<file path="src/rtl/core/atpll_pkg.sv">
// Shared types, fixed-point constants and the microcode ROM of the angle-tracking PLL.
// Used by atpll_regs, atpll_seq, atpll_dp and angle_tracking_pll_top; no dependencies.
`default_nettype none

package atpll_pkg;

    localparam int unsigned STEP_W  = 4;
    localparam int unsigned MUL_A_W = 34;
    localparam int unsigned MUL_B_W = 20;
    localparam int unsigned PROD_W  = MUL_A_W + MUL_B_W;
    localparam int unsigned PADDR_W = 4;

    typedef logic [STEP_W-1:0] t_step;

    // Q16.16 constants: pi, 2*pi, and the reciprocals used for the two divisions by 2*pi.
    localparam logic signed [MUL_B_W-1:0] K_PI       = 20'sd205887;
    localparam logic signed [MUL_B_W-1:0] K_TWO_PI   = 20'sd411775;
    localparam logic signed [MUL_B_W-1:0] K_RCP_TURN = 20'sd41721;   // floor(2^34 / 2pi)
    localparam logic signed [MUL_B_W-1:0] K_RCP_ANG  = 20'sd166885;  // floor(2^36 / 2pi)
    localparam logic [20:0]               K_TWO_PI_U = 21'd411775;
    // Multiple of 2*pi that lifts any phase sum above zero before the modulo.
    localparam logic signed [34:0]        K_TURN_BIAS = 35'sd2147818400;

    localparam logic [30:0] RST_PROP_GAIN     = 31'd0;
    localparam logic [30:0] RST_INTEG_GAIN    = 31'd0;
    localparam logic [30:0] RST_SPEED_LIMIT   = 31'd205887416;
    localparam logic [15:0] RST_SAMPLE_PERIOD = 16'd3;

    typedef enum logic [1:0] {
        REG_PROP_GAIN     = 2'd0,
        REG_INTEG_GAIN    = 2'd1,
        REG_SPEED_LIMIT   = 2'd2,
        REG_SAMPLE_PERIOD = 2'd3
    } t_reg;

    typedef struct packed {
        logic [30:0] prop_gain;
        logic [30:0] integ_gain;
        logic [30:0] speed_limit;
        logic [15:0] sample_period;
    } t_cfg;

    typedef enum logic [2:0] {
        A_NONE  = 3'd0,
        A_MEAS  = 3'd1,
        A_IGAIN = 3'd2,
        A_PGAIN = 3'd3,
        A_SPEED = 3'd4,
        A_SUM   = 3'd5,
        A_QUO   = 3'd6,
        A_PHASE = 3'd7
    } t_asel;

    typedef enum logic [2:0] {
        B_TWO_PI   = 3'd0,
        B_ERR      = 3'd1,
        B_PERIOD   = 3'd2,
        B_RCP_TURN = 3'd3,
        B_RCP_ANG  = 3'd4
    } t_bsel;

    typedef enum logic [3:0] {
        AL_NOP   = 4'd0,
        AL_LOAD  = 4'd1,
        AL_ERR   = 4'd2,
        AL_INTEG = 4'd3,
        AL_SPEED = 4'd4,
        AL_SUM   = 4'd5,
        AL_QUO   = 4'd6,
        AL_WRAP  = 4'd7,
        AL_QANG  = 4'd8,
        AL_OUT   = 4'd9
    } t_alu;

    typedef enum logic [1:0] {
        SQ_NEXT = 2'd0,
        SQ_IN   = 2'd1,
        SQ_OUT  = 2'd2
    } t_seq;

    localparam t_step STEP_IDLE = 4'd0;

    typedef struct packed {
        t_asel a_sel;
        t_bsel b_sel;
        logic  mul_en;
        t_alu  alu;
        t_seq  seq;
        t_step target;
    } t_uword;

    typedef struct packed {
        t_asel a_sel;
        t_bsel b_sel;
        logic  mul_en;
        t_alu  alu;
        logic  alu_en;
    } t_dp_ctrl;

    function automatic t_uword uw(input t_asel a, input t_bsel b, input logic m,
                                  input t_alu al, input t_seq s);
        t_uword w;
        w.a_sel  = a;
        w.b_sel  = b;
        w.mul_en = m;
        w.alu    = al;
        w.seq    = s;
        w.target = STEP_IDLE;
        return w;
    endfunction

    // One control word per step. A product issued in one step is consumed by the ALU
    // in the next step.
    function automatic t_uword ucode(input t_step pc);
        t_uword w;
        case (pc)
            4'd0:    w = uw(A_NONE,  B_TWO_PI,   1'b0, AL_LOAD,  SQ_IN);
            4'd1:    w = uw(A_MEAS,  B_TWO_PI,   1'b1, AL_NOP,   SQ_NEXT);
            4'd2:    w = uw(A_NONE,  B_TWO_PI,   1'b0, AL_ERR,   SQ_NEXT);
            4'd3:    w = uw(A_IGAIN, B_ERR,      1'b1, AL_NOP,   SQ_NEXT);
            4'd4:    w = uw(A_PGAIN, B_ERR,      1'b1, AL_INTEG, SQ_NEXT);
            4'd5:    w = uw(A_NONE,  B_TWO_PI,   1'b0, AL_SPEED, SQ_NEXT);
            4'd6:    w = uw(A_SPEED, B_PERIOD,   1'b1, AL_NOP,   SQ_NEXT);
            4'd7:    w = uw(A_NONE,  B_TWO_PI,   1'b0, AL_SUM,   SQ_NEXT);
            4'd8:    w = uw(A_SUM,   B_RCP_TURN, 1'b1, AL_NOP,   SQ_NEXT);
            4'd9:    w = uw(A_NONE,  B_TWO_PI,   1'b0, AL_QUO,   SQ_NEXT);
            4'd10:   w = uw(A_QUO,   B_TWO_PI,   1'b1, AL_NOP,   SQ_NEXT);
            4'd11:   w = uw(A_NONE,  B_TWO_PI,   1'b0, AL_WRAP,  SQ_NEXT);
            4'd12:   w = uw(A_PHASE, B_RCP_ANG,  1'b1, AL_NOP,   SQ_NEXT);
            4'd13:   w = uw(A_NONE,  B_TWO_PI,   1'b0, AL_QANG,  SQ_NEXT);
            4'd14:   w = uw(A_QUO,   B_TWO_PI,   1'b1, AL_NOP,   SQ_NEXT);
            4'd15:   w = uw(A_NONE,  B_TWO_PI,   1'b0, AL_OUT,   SQ_OUT);
            default: w = uw(A_NONE,  B_TWO_PI,   1'b0, AL_NOP,   SQ_OUT);
        endcase
        return w;
    endfunction

endpackage

`default_nettype wire

</file>
<file path="src/rtl/core/atpll_regs.sv">
// APB register file holding the loop gains, the speed limit and the sample period.
// Depends on atpll_pkg for the register map, reset values and the t_cfg bundle.
`default_nettype none

module atpll_regs (
    input  wire logic                         i_clk,
    input  wire logic                         i_rst_n,
    input  wire logic                         psel,
    input  wire logic                         penable,
    input  wire logic                         pwrite,
    input  wire logic [atpll_pkg::PADDR_W-1:0] paddr,
    input  wire logic [31:0]                  pwdata,
    output logic      [31:0]                  prdata,
    output logic                              pready,
    output atpll_pkg::t_cfg                   o_cfg
);
    import atpll_pkg::*;

    t_cfg r_cfg;
    t_reg reg_idx;
    logic wr_en;

    assign reg_idx = t_reg'(paddr[3:2]);
    assign wr_en   = psel && penable && pwrite;
    assign pready  = 1'b1;
    assign o_cfg   = r_cfg;

    always_ff @(posedge i_clk) begin
        if (!i_rst_n) begin
            r_cfg.prop_gain     <= RST_PROP_GAIN;
            r_cfg.integ_gain    <= RST_INTEG_GAIN;
            r_cfg.speed_limit   <= RST_SPEED_LIMIT;
            r_cfg.sample_period <= RST_SAMPLE_PERIOD;
        end else if (wr_en) begin
            unique case (reg_idx)
                REG_PROP_GAIN:     r_cfg.prop_gain     <= pwdata[30:0];
                REG_INTEG_GAIN:    r_cfg.integ_gain    <= pwdata[30:0];
                REG_SPEED_LIMIT:   r_cfg.speed_limit   <= pwdata[30:0];
                REG_SAMPLE_PERIOD: r_cfg.sample_period <= pwdata[15:0];
                default: ;
            endcase
        end
    end

    always_comb begin
        unique case (reg_idx)
            REG_PROP_GAIN:     prdata = {1'b0, r_cfg.prop_gain};
            REG_INTEG_GAIN:    prdata = {1'b0, r_cfg.integ_gain};
            REG_SPEED_LIMIT:   prdata = {1'b0, r_cfg.speed_limit};
            REG_SAMPLE_PERIOD: prdata = {16'd0, r_cfg.sample_period};
            default:           prdata = 32'd0;
        endcase
    end

endmodule

`default_nettype wire

</file>
<file path="src/rtl/core/atpll_seq.sv">
// Microcode sequencer: step counter, control ROM fetch and the two conditional jumps
// (wait for an input beat, wait for a free output slot). Depends on atpll_pkg.
`default_nettype none

module atpll_seq (
    input  wire logic           i_clk,
    input  wire logic           i_rst_n,
    input  wire logic           i_in_valid,
    input  wire logic           i_out_busy,
    output logic                o_in_ready,
    output atpll_pkg::t_dp_ctrl o_ctrl
);
    import atpll_pkg::*;

    t_step  r_pc;
    t_step  n_pc;
    t_uword word;
    logic   step_go;

    assign word       = ucode(r_pc);
    assign o_in_ready = (word.seq == SQ_IN);

    always_comb begin
        unique case (word.seq)
            SQ_IN:   step_go = i_in_valid;
            SQ_OUT:  step_go = !i_out_busy;
            default: step_go = 1'b1;
        endcase
    end

    always_comb begin
        n_pc = r_pc;
        if (step_go) begin
            if (word.seq == SQ_OUT) begin
                n_pc = word.target;
            end else begin
                n_pc = r_pc + t_step'(1);
            end
        end
    end

    always_ff @(posedge i_clk) begin
        if (!i_rst_n) begin
            r_pc <= STEP_IDLE;
        end else begin
            r_pc <= n_pc;
        end
    end

    assign o_ctrl.a_sel  = word.a_sel;
    assign o_ctrl.b_sel  = word.b_sel;
    assign o_ctrl.mul_en = word.mul_en;
    assign o_ctrl.alu    = word.alu;
    assign o_ctrl.alu_en = step_go;

endmodule

`default_nettype wire

</file>
<file path="src/rtl/core/atpll_dp.sv">
// Datapath of the tracking loop: one registered 34x20 signed multiplier, a small ALU,
// the loop state and the output register. Depends on atpll_pkg.
`default_nettype none

module atpll_dp (
    input  wire logic                i_clk,
    input  wire logic                i_rst_n,
    input  wire atpll_pkg::t_dp_ctrl i_ctrl,
    input  wire atpll_pkg::t_cfg     i_cfg,
    input  wire logic [15:0]         i_meas,
    input  wire logic                i_out_ready,
    output logic                     o_out_valid,
    output logic                     o_out_busy,
    output logic [15:0]              o_angle,
    output logic signed [31:0]       o_speed
);
    import atpll_pkg::*;

    logic        [15:0]         r_meas;
    logic signed [PROD_W-1:0]   r_prod;
    logic signed [19:0]         r_err;
    logic signed [31:0]         r_integ;
    logic signed [31:0]         r_speed;
    logic        [32:0]         r_u;
    logic        [18:0]         r_phase;
    logic        [15:0]         r_q;
    logic                       r_out_valid;
    logic        [15:0]         r_angle;
    logic signed [31:0]         r_out_speed;

    logic signed [MUL_A_W-1:0]  a_op;
    logic signed [MUL_B_W-1:0]  b_op;
    logic signed [PROD_W-1:0]   mul_res;

    logic signed [19:0]         diff;
    logic signed [19:0]         err_wrapped;
    logic signed [37:0]         prod_q16;
    logic signed [38:0]         pi_sum;
    logic signed [31:0]         pi_clamped;
    logic signed [33:0]         step_term;
    logic signed [34:0]         u_sum;
    logic        [20:0]         wrap_rem;
    logic        [18:0]         phase_wrapped;
    logic        [20:0]         ang_rem;
    logic        [15:0]         angle_fixed;
    logic                       out_load;

    function automatic logic signed [31:0] clamp_lim(input logic signed [38:0] v,
                                                     input logic [30:0] lim);
        logic signed [38:0] hi;
        logic signed [38:0] lo;
        hi = $signed({8'd0, lim});
        lo = -hi;
        if (v > hi) begin
            return hi[31:0];
        end else if (v < lo) begin
            return lo[31:0];
        end
        return v[31:0];
    endfunction

    // Operand selection for the shared multiplier.
    always_comb begin
        case (i_ctrl.a_sel)
            A_MEAS:  a_op = $signed({18'd0, r_meas});
            A_IGAIN: a_op = $signed({3'd0, i_cfg.integ_gain});
            A_PGAIN: a_op = $signed({3'd0, i_cfg.prop_gain});
            A_SPEED: a_op = $signed({{2{r_speed[31]}}, r_speed});
            A_SUM:   a_op = $signed({1'b0, r_u});
            A_QUO:   a_op = $signed({18'd0, r_q});
            A_PHASE: a_op = $signed({15'd0, r_phase});
            default: a_op = '0;
        endcase
        case (i_ctrl.b_sel)
            B_ERR:      b_op = r_err;
            B_PERIOD:   b_op = $signed({4'd0, i_cfg.sample_period});
            B_RCP_TURN: b_op = K_RCP_TURN;
            B_RCP_ANG:  b_op = K_RCP_ANG;
            default:    b_op = K_TWO_PI;
        endcase
    end

    assign mul_res = a_op * b_op;

    always_ff @(posedge i_clk) begin
        if (i_ctrl.mul_en) begin
            r_prod <= mul_res;
        end
    end

    // Phase error, wrapped once into plus or minus pi.
    always_comb begin
        diff = $signed({1'b0, r_prod[34:16]}) - $signed({1'b0, r_phase});
        if (diff > K_PI) begin
            err_wrapped = diff - K_TWO_PI;
        end else if (diff < -K_PI) begin
            err_wrapped = diff + K_TWO_PI;
        end else begin
            err_wrapped = diff;
        end
    end

    // Products are floored by the arithmetic shift; integral and speed share the clamp.
    assign prod_q16   = r_prod[53:16];
    assign pi_sum     = $signed({prod_q16[37], prod_q16}) + $signed({{7{r_integ[31]}}, r_integ});
    assign pi_clamped = clamp_lim(pi_sum, i_cfg.speed_limit);

    // The bias keeps the phase sum positive, so the modulo is a plain unsigned remainder.
    assign step_term = r_prod[49:16];
    assign u_sum     = $signed({16'd0, r_phase}) + $signed({step_term[33], step_term})
                     + K_TURN_BIAS;

    // The quotient estimate is exact or one low; the remainder fits in 21 bits.
    assign wrap_rem      = r_u[20:0] - r_prod[20:0];
    assign phase_wrapped = (wrap_rem >= K_TWO_PI_U) ? 19'(wrap_rem - K_TWO_PI_U)
                                                    : wrap_rem[18:0];

    assign ang_rem     = {r_phase[4:0], 16'd0} - r_prod[20:0];
    assign angle_fixed = (ang_rem >= K_TWO_PI_U) ? r_q + 16'd1 : r_q;

    assign out_load = i_ctrl.alu_en && (i_ctrl.alu == AL_OUT);

    always_ff @(posedge i_clk) begin
        if (i_ctrl.alu_en) begin
            case (i_ctrl.alu)
                AL_LOAD:  r_meas  <= i_meas;
                AL_ERR:   r_err   <= err_wrapped;
                AL_SPEED: r_speed <= pi_clamped;
                AL_SUM:   r_u     <= u_sum[32:0];
                AL_QUO:   r_q     <= r_prod[49:34];
                AL_QANG:  r_q     <= r_prod[35:20];
                default: ;
            endcase
        end
        if (out_load) begin
            r_angle     <= angle_fixed;
            r_out_speed <= r_speed;
        end
    end

    always_ff @(posedge i_clk) begin
        if (!i_rst_n) begin
            r_integ     <= '0;
            r_phase     <= '0;
            r_out_valid <= 1'b0;
        end else begin
            if (i_ctrl.alu_en && (i_ctrl.alu == AL_INTEG)) begin
                r_integ <= pi_clamped;
            end
            if (i_ctrl.alu_en && (i_ctrl.alu == AL_WRAP)) begin
                r_phase <= phase_wrapped;
            end
            if (out_load) begin
                r_out_valid <= 1'b1;
            end else if (i_out_ready) begin
                r_out_valid <= 1'b0;
            end
        end
    end

    assign o_out_valid = r_out_valid;
    assign o_out_busy  = r_out_valid && !i_out_ready;
    assign o_angle     = r_angle;
    assign o_speed     = r_out_speed;

endmodule

`default_nettype wire

</file>
<file path="src/rtl/core/angle_tracking_pll_top.sv">
// Top level of the type-2 angle-tracking PLL: APB registers, microcode sequencer, datapath.
// Depends on atpll_pkg, atpll_regs, atpll_seq and atpll_dp.
//
//   Port group   Dir  Beat content
//   s_axis_*     in   measured angle, 16-bit turn fraction
//   m_axis_*     out  tracked angle (16-bit turn fraction), tracked speed (Q16.16 rad/s)
//   APB          in   prop_gain @0x0, integ_gain @0x4, speed_limit @0x8, sample_period @0xC
//
// A beat is accepted in step 0 of the 16-step microprogram; the result is loaded into
// the output register in step 15; a new beat is taken only back in step 0. The single
// shared 34x20 multiplier issues in eight of the steps and each product is consumed in
// the next step, so the chain of dependent products sets the length of the program.
// Reset clears the integral and the tracked phase and loads the register defaults.
// While the previous result has not been taken, the program holds in its last step.
`default_nettype none

module angle_tracking_pll_top (
    input  wire logic                          i_clk,
    input  wire logic                          i_rst_n,
    input  wire logic                          s_axis_tvalid,
    output logic                               s_axis_tready,
    input  wire logic [15:0]                   s_axis_tdata,   // [15:0] measured_angle
    output logic                               m_axis_tvalid,
    input  wire logic                          m_axis_tready,
    output logic      [47:0]                   m_axis_tdata,   // [15:0] tracked_angle,
                                                               // [47:16] tracked_speed
    input  wire logic                          psel,
    input  wire logic                          penable,
    input  wire logic                          pwrite,
    input  wire logic [atpll_pkg::PADDR_W-1:0] paddr,
    input  wire logic [31:0]                   pwdata,
    output logic      [31:0]                   prdata,
    output logic                               pready
);
    import atpll_pkg::*;

    t_cfg               cfg;
    t_dp_ctrl           ctrl;
    logic               out_busy;
    logic [15:0]        angle;
    logic signed [31:0] speed;

    atpll_regs u_regs (
        .i_clk   (i_clk),
        .i_rst_n (i_rst_n),
        .psel    (psel),
        .penable (penable),
        .pwrite  (pwrite),
        .paddr   (paddr),
        .pwdata  (pwdata),
        .prdata  (prdata),
        .pready  (pready),
        .o_cfg   (cfg)
    );

    atpll_seq u_seq (
        .i_clk      (i_clk),
        .i_rst_n    (i_rst_n),
        .i_in_valid (s_axis_tvalid),
        .i_out_busy (out_busy),
        .o_in_ready (s_axis_tready),
        .o_ctrl     (ctrl)
    );

    atpll_dp u_dp (
        .i_clk       (i_clk),
        .i_rst_n     (i_rst_n),
        .i_ctrl      (ctrl),
        .i_cfg       (cfg),
        .i_meas      (s_axis_tdata),
        .i_out_ready (m_axis_tready),
        .o_out_valid (m_axis_tvalid),
        .o_out_busy  (out_busy),
        .o_angle     (angle),
        .o_speed     (speed)
    );

    assign m_axis_tdata = {speed, angle};

endmodule

`default_nettype wire
</file>
<file path="config.mk">
export PLATFORM = sky130hd
export DESIGN_NAME = angle_tracking_pll_top
export DESIGN_NICKNAME = d
export VERILOG_FILES = /design/src/rtl/core/atpll_pkg.sv /design/src/rtl/core/atpll_regs.sv /design/src/rtl/core/atpll_seq.sv /design/src/rtl/core/atpll_dp.sv /design/src/rtl/core/angle_tracking_pll_top.sv
export SDC_FILE = /design/constraint.sdc
export NUM_CORES = 2
export LEC_CHECK = 0
export BUFFER_PORTS_ARGS = -buffer_cell sky130_fd_sc_hd__buf_2
export CAP_MARGIN = 0
export CELL_PAD_IN_SITES_DETAIL_PLACEMENT = 2
export CELL_PAD_IN_SITES_GLOBAL_PLACEMENT = 2
export CORE_ASPECT_RATIO = 1.1
export CORE_MARGIN = 4
export CORE_UTILIZATION = 44
export CTS_CLUSTER_DIAMETER = 200
export DETAILED_ROUTE_END_ITERATION = 7
export PLACE_DENSITY = 0.95
export SYNTH_ARGS = -nofsm -noshare
export SYNTH_HDL_FRONTEND = slang
export SYNTH_SLANG_ARGS = --single-unit
</file>
<file path="constraint.sdc">
create_clock -name i_clk -period 17.85 [get_ports i_clk]
set_input_delay 4.4625 -clock i_clk [delete_from_list [all_inputs] [get_ports i_clk]]
set_output_delay 4.4625 -clock i_clk [all_outputs]
set_load 0.05 [all_outputs]
</file>
# == After elaboration in Yosys (flattened, before gate mapping) ==
# Memory sizes are Yosys's and may differ from the RTL's. A register that Yosys moved wholly into a read port is not among the register bits.
# Cells that the tools add are included.
# classes
addsub,12
n_mul,1
n_lt_le_gt_ge,6
n_eq_ne,25
muxes,19
n_reduce_logical,20
# ops
operator,count
$pmux W34 S7,1
$pmux W32 S4,1
$mux W32,3
$pmux W20 S4,1
$mul A34 B20 Y54,1
$ge A21 B19 Y1 const B,2
$sub A21 B21 Y21,2
$mux W20,2
$add A38 B32 Y39,1
$gt A39 B32 Y1,1
$lt A39 B39 Y1,1
$neg A31 Y39,1
$add A20 B33 Y33,1
$add A33 B33 Y33 const B,1
$pmux W16 S2,1
$add A20 B20 Y20 const B,1
$gt A20 B19 Y1 const B,1
$lt A20 B19 Y1 const B,1
$sub A19 B19 Y20,1
$sub A20 B20 Y20 const B,1
$mux W19,1
$sub A19 B19 Y19 const B,1
$reduce_and A2 Y1,9
$add A16 B1 Y16 const B,1
18 further kinds,46
# totals
regBits,384
mem_bits_ro,208
in_bits,59
out_inout_bits,83
word_cells,100
n_memories,1
# mem_list
name,words,word_bits,read_ports,rd_clocked_by_memory_dff,wr,line,text
(no name shown),16,13,1,1,0,atpll_pkg.sv:116,case (pc)

# == Longest topological paths before layout ==
# logic_depth
depth_word,6
depth_mapped,36
depth_no_buf,32

# == Hierarchy ==
# A second synthesis with hierarchy kept.
# hier_totals
hier_cells,5650
area_unflattened_um2,50976.4
# by_module_without_submodules
mod,n_inst,cells_per_inst,area_per_inst_um2,seq_area_each_um2
atpll_dp,1,5072,45154.6,7617.3
atpll_regs,1,487,4889.7,2182.1
atpll_seq,1,91,932.1,340.3

# == Least setup slack after synthesis ==
# Ideal clock, no wire load.
# synth_path
path_kind,in2out
startpoint,in paddr[2] (netlist name)
endpoint,out prdata[16]
t_arrival_ns,6.989
required_ns,13.387
setup_slack_ns,6.398
path_stages,5
n_path_buf,3
cell_sequence,clkbuf_1 -> clkbuf_1 -> buf_1 -> mux2i_1 -> o21ai_0
# synth_between
elab_chain_len,2
elab_cells_between_ends,5
cone_classes,eq/ne (3); mux (1); reduce/logical (1)
# synth_rtl
item,line,text
start: declaration,angle_tracking_pll_top.sv:30,"input wire logic [atpll_pkg::PADDR_W-1:0] paddr,"
$eq A2 B2 Y1 (tied with other cells),atpll_regs.sv:46,unique case (reg_idx)
$pmux W32 S4 (*),atpll_regs.sv:46,
end: declaration,angle_tracking_pll_top.sv:32,"output logic [31:0] prdata,"
# Mark *: on every way between the ends. The rest lies on a longest branch, timed or not. The select of a mux whose other input is x is not followed.

# == Worst setup path after layout ==
# layout_path
startpoint,reg u_seq.word[14] (netlist name)
endpoint,"reg u_dp.r_prod[50], data pin"
# layout_between
elab_chain_len,3
elab_cells_between_ends,9
cone_classes,mul (1); eq/ne (7); mux (1)
# layout_rtl
item,line,text
$eq A3 B3 Y1 (tied with other cells),atpll_dp.sv:64,case (i_ctrl.a_sel)
$pmux W34 S7 (*),atpll_dp.sv:64,
$mul A34 B20 Y54 (*),atpll_dp.sv:83,assign mul_res = a_op * b_op;
net u_dp.mul_res[50],atpll_dp.sv:33,logic signed [PROD_W-1:0] mul_res;
end signal: assignment,atpll_dp.sv:87,r_prod <= mul_res;
end: declaration,atpll_dp.sv:20,logic signed [PROD_W-1:0] r_prod;
# The timed path passes the listed nets; every way through them passes the cells marked *.
# A chain may end at the register's enable or synchronous reset.

==> summary.md <==
| Metric | Value |
|---|---|
| Status | `finished, violations left` |
| Failing checks | `max-capacitance violations, max-slew violations` |
| RSZ-0062 raised after global routing | `false` |
| Die W | `328 um` |
| Num CTS Buffers | `46` |
| DR WL/cell | `around 44 um` |
| R2R cell count | `30` |
| Post-CTS Setup Inserts | `0` |
| Syn_nets | `6666` |
| Initial antenna violation count | `58` |
| Final core occ | `48.2%` |
| Worst-skew pair later-pin latency | `680 ps` |
| R2R Setup Slk | `3630 ps` |
| Register bit total from synthesis | `397` |
| Ys async rst share | `0%` |
| Commonest cells post-synth | `inv_1 (957), nand2_1 (733), fa_1 (676)` |
| Fmax | `70.3 MHz` |
| Total of max-cap violations | `3` |
| Global-route wire length before repair | `446000 um` |
| Die Height | `360 um` |
| Initial core utilization | `44.6%` |
| Syn_area_per_cell | `8.86 um^2` |
| GRT Util Overall | `53.3%` |
| Largest net degree at the start of global routing | `62` |
| Buffers added on ports | `around 140` |
| Crit path depth | `30` |
| WS Path Type | `register to register` |
| Most used cell, CP | `fa_1` |
| Final WL | `about 320000 um` |
| R2r endpoint | `u_dp.r_prod[50]` |
| PostCTS Resize Cnt | `0` |
| Worst path bufs/invs | `6` |
| Top post-synthesis cells by area | `fa_1 (27%), edfxtp_1 (13%), ha_1 (8.5%)` |
| Via Count | `just over 50000` |
| Core ar. | `~0.11 mm^2` |
| Layout net count | `about 6700` |
| Setup Skew | `52.1 ps` |
| DRC viols | `0` |
| Ratio of final minimum period to clock period | `79.6%` |
| Antenna Violating Nets Remaining | `0` |
| Worst vdd ir | `about 0.00022 V` |
| Root Buffer | `clkbuf_16` |
| Slew Viols, Final | `12` |
| Synth Flop Type | `edfxtp_1` |
| Post-synth cell types | `91` |
| Endpoints failing setup | `0` |
| RePlAce Congestion | `0.948` |
| Area grow syn2layout | `8.09%` |
| Reg2reg start | `u_seq.word[14]` |
| Hold WC Path Type | `register to register` |
| Die ar. | `0.118 mm^2` |
| Most numerous cell in the Yosys netlist | `inv_1` |
| Overflow after GRT | `0` |
| WP data required | `18230 ps` |
| Via count of the first global-routing pass | `58300` |
| 1st-iter DRT viols | `about 7300` |
| Ports | `142` |
| Mapped Area | `0.0496 mm^2` |
| Yosys warning total | `0` |
| Slowest stage cell on the critical path | `nor2b_1` |
| TritonCTS Sinks | `397` |
| CTS tree | `built` |
| Placement Rows | `128` |
| CP Capture Point | `u_dp.r_prod[50]` |
| H-Tree Depth | `2` |
| Pre-antenna DRT Iters | `8` |
| Via/cell ratio | `a little over 7` |
| Peak per-stage delay on the critical path | `980 ps` |
| Area leader, netlist | `fa_1` |
| CP max FO | `39` |
| DP HPWL | `between 200000 and 250000 um` |
| Leakage dissipation | `24.6 nW` |
| Minimum clock period | `between 10000 and 15000 ps` |
| Mapped Cells | `5595` |
| # hold bufs at CTS | `0` |
| Worst EP arrival | `14600 ps` |
| Seq/Total Area, Yosys | `roughly 20%` |
| Setup TNS | `0 ps` |
| CTS clk-pin slew, worst paths | `80 ps` |
| PD cells | `197 mW/mm^2` |
| Number of flops mapped to enable cells by yosys | `219` |
| Slew headroom | `-7.83%` |
| Proportion of layout cells with a drive suffix above 1 | `just under 8%` |
| Endpoint class of the critical path | `register` |
| Worst setup startpoint | `u_seq.word[14]` |
| Post-synth top area share | `a little over a quarter` |
| Least-Margin Pin Slew | `1610 ps` |
| Setup crit start kind | `register` |
| CTS Buffer Depth | `3` |
| Critical path's top delay family | `adder cells` |
| Hold Vio Cnt, Final | `0` |
==> layout make-up <==
class	count	area, um^2
antenna	30	75.1
clock buffer	61	1260
clock inverter	25	269
fill	11800	57700
inverter	958	3600
multi-input combinational	3991	35100
sequential	397	10100
tap	1495	1870
timing repair buffer	213	1260
==> where the power goes <==
part | switching, mW | internal, mW
clock network | 0.506 | 0.572
logic | 5.41 | 2.54
registers | 0.234 | 1.28
total | 6.15 | 4.39
==> cells in the final DEF, fill, tap and decap left out, types with 13 or more instances in the layout <==
cell / Yosys / layout
a21oi_1: 307 / 302
a21o_1: 88 / 87
a211oi_1: 24 / 22
nor3_1: 78 / 72
nand3_1: 67 / 67
mux2_2: 40 / 40
o21ai_0: 141 / 140
a221oi_1: 13 / 13
o31ai_1: 32 / 32
o21bai_1: 25 / 25
o22ai_1: 35 / 32
a31oi_1: 27 / 27
o21a_1: 20 / 20
o211ai_1: 31 / 31
edfxtp_1: 219 / 219
mux2i_1: 101 / 98
mux4_2: 25 / 25
and3_1: 30 / 30
fa_1: 676 / 676
nand4_1: 44 / 44
or3_1: 20 / 19
diode_2: 0 / 30
or2_2: 13 / 13
nand2b_1: 37 / 37
inv_1: 957 / 956
dfxtp_1: 178 / 174
and2_1: 26 / 25
xor2_1: 65 / 65
ha_1: 336 / 336
nor2b_1: 44 / 42
nor4_1: 22 / 20
nor2_1: 535 / 527
clkbuf_16: 0 / 47
xnor2_1: 167 / 167
o22a_1: 14 / 14
a22oi_1: 14 / 14
buf_4: 6 / 76
buf_2: 3 / 136
nand2_1: 733 / 733
==> per-layer routing <==
layer	global-route usage (%)	vias up	part of all wire (%)
met1	51.5	25300	30
li1	-	18200	-
met4	55.8	44	14
met5	4.99	-	0.20
met2	78.9	5179	43
met3	26.7	2755	13
==> how the worst min path moves through the flow <==
stage,startpoint,end,cells past startpoint
after floorplan,u_dp.r_speed[31],u_dp.o_speed[31],0
after global placement,u_dp.r_integ[18],u_dp.r_integ[18],2
after detailed placement,u_regs.o_cfg[61],u_regs.o_cfg[61],2
after CTS,u_dp.r_speed[25],u_dp.o_speed[25],0
after global routing,u_dp.r_speed[25],u_dp.o_speed[25],0
final,u_dp.r_speed[25],u_dp.o_speed[25],0
==> registers in the layout, summed over array words and instances (netlist names) <==
| signal | cells |
|---|---|
| u_dp.o_angle | 16 |
| u_dp.o_out_valid | 1 |
| u_dp.o_speed | 32 |
| u_dp.r_err | 20 |
| u_dp.r_integ | 32 |
| u_dp.r_meas | 16 |
| u_dp.r_phase | 19 |
| u_dp.r_prod | 54 |
| u_dp.r_q | 16 |
| u_dp.r_speed | 32 |
| u_dp.r_u | 33 |
| u_regs.o_cfg | 109 |
| u_seq.r_pc | 4 |
| u_seq.word | 13 |
==> per-stage QoR <==
step / setup slack [ps] / cells / total power [mW] / hold WS (ps) / area [um^2]
2_1_floorplan: 6400 / 5595 / 5.70 / 418 / 49600
3_3_place_gp: 6890 / 7053 / 7.31 / 447 / 52000
3_5_place_dp: 6170 / 7053 / 8.23 / 471 / 52000
4_1_cts: 5600 / 7139 / 9.89 / 456 / 53500
5_1_grt: 3780 / 7145 / 10.7 / 481 / 53500
6_report: 3630 / 7170 / 10.5 / 456 / 53600
==> kinds of logic after synthesis <==
family / synth area share (%)
compound gates: 11.8
xor+xnor: 4.10
fa+ha+maj: 35.8
buf+inv: 9.22
flops: 20.4
mux: 4.08
other cells: 0.0151
simple gates: 14.6
Note: power is estimated with default switching activity, not from simulation.
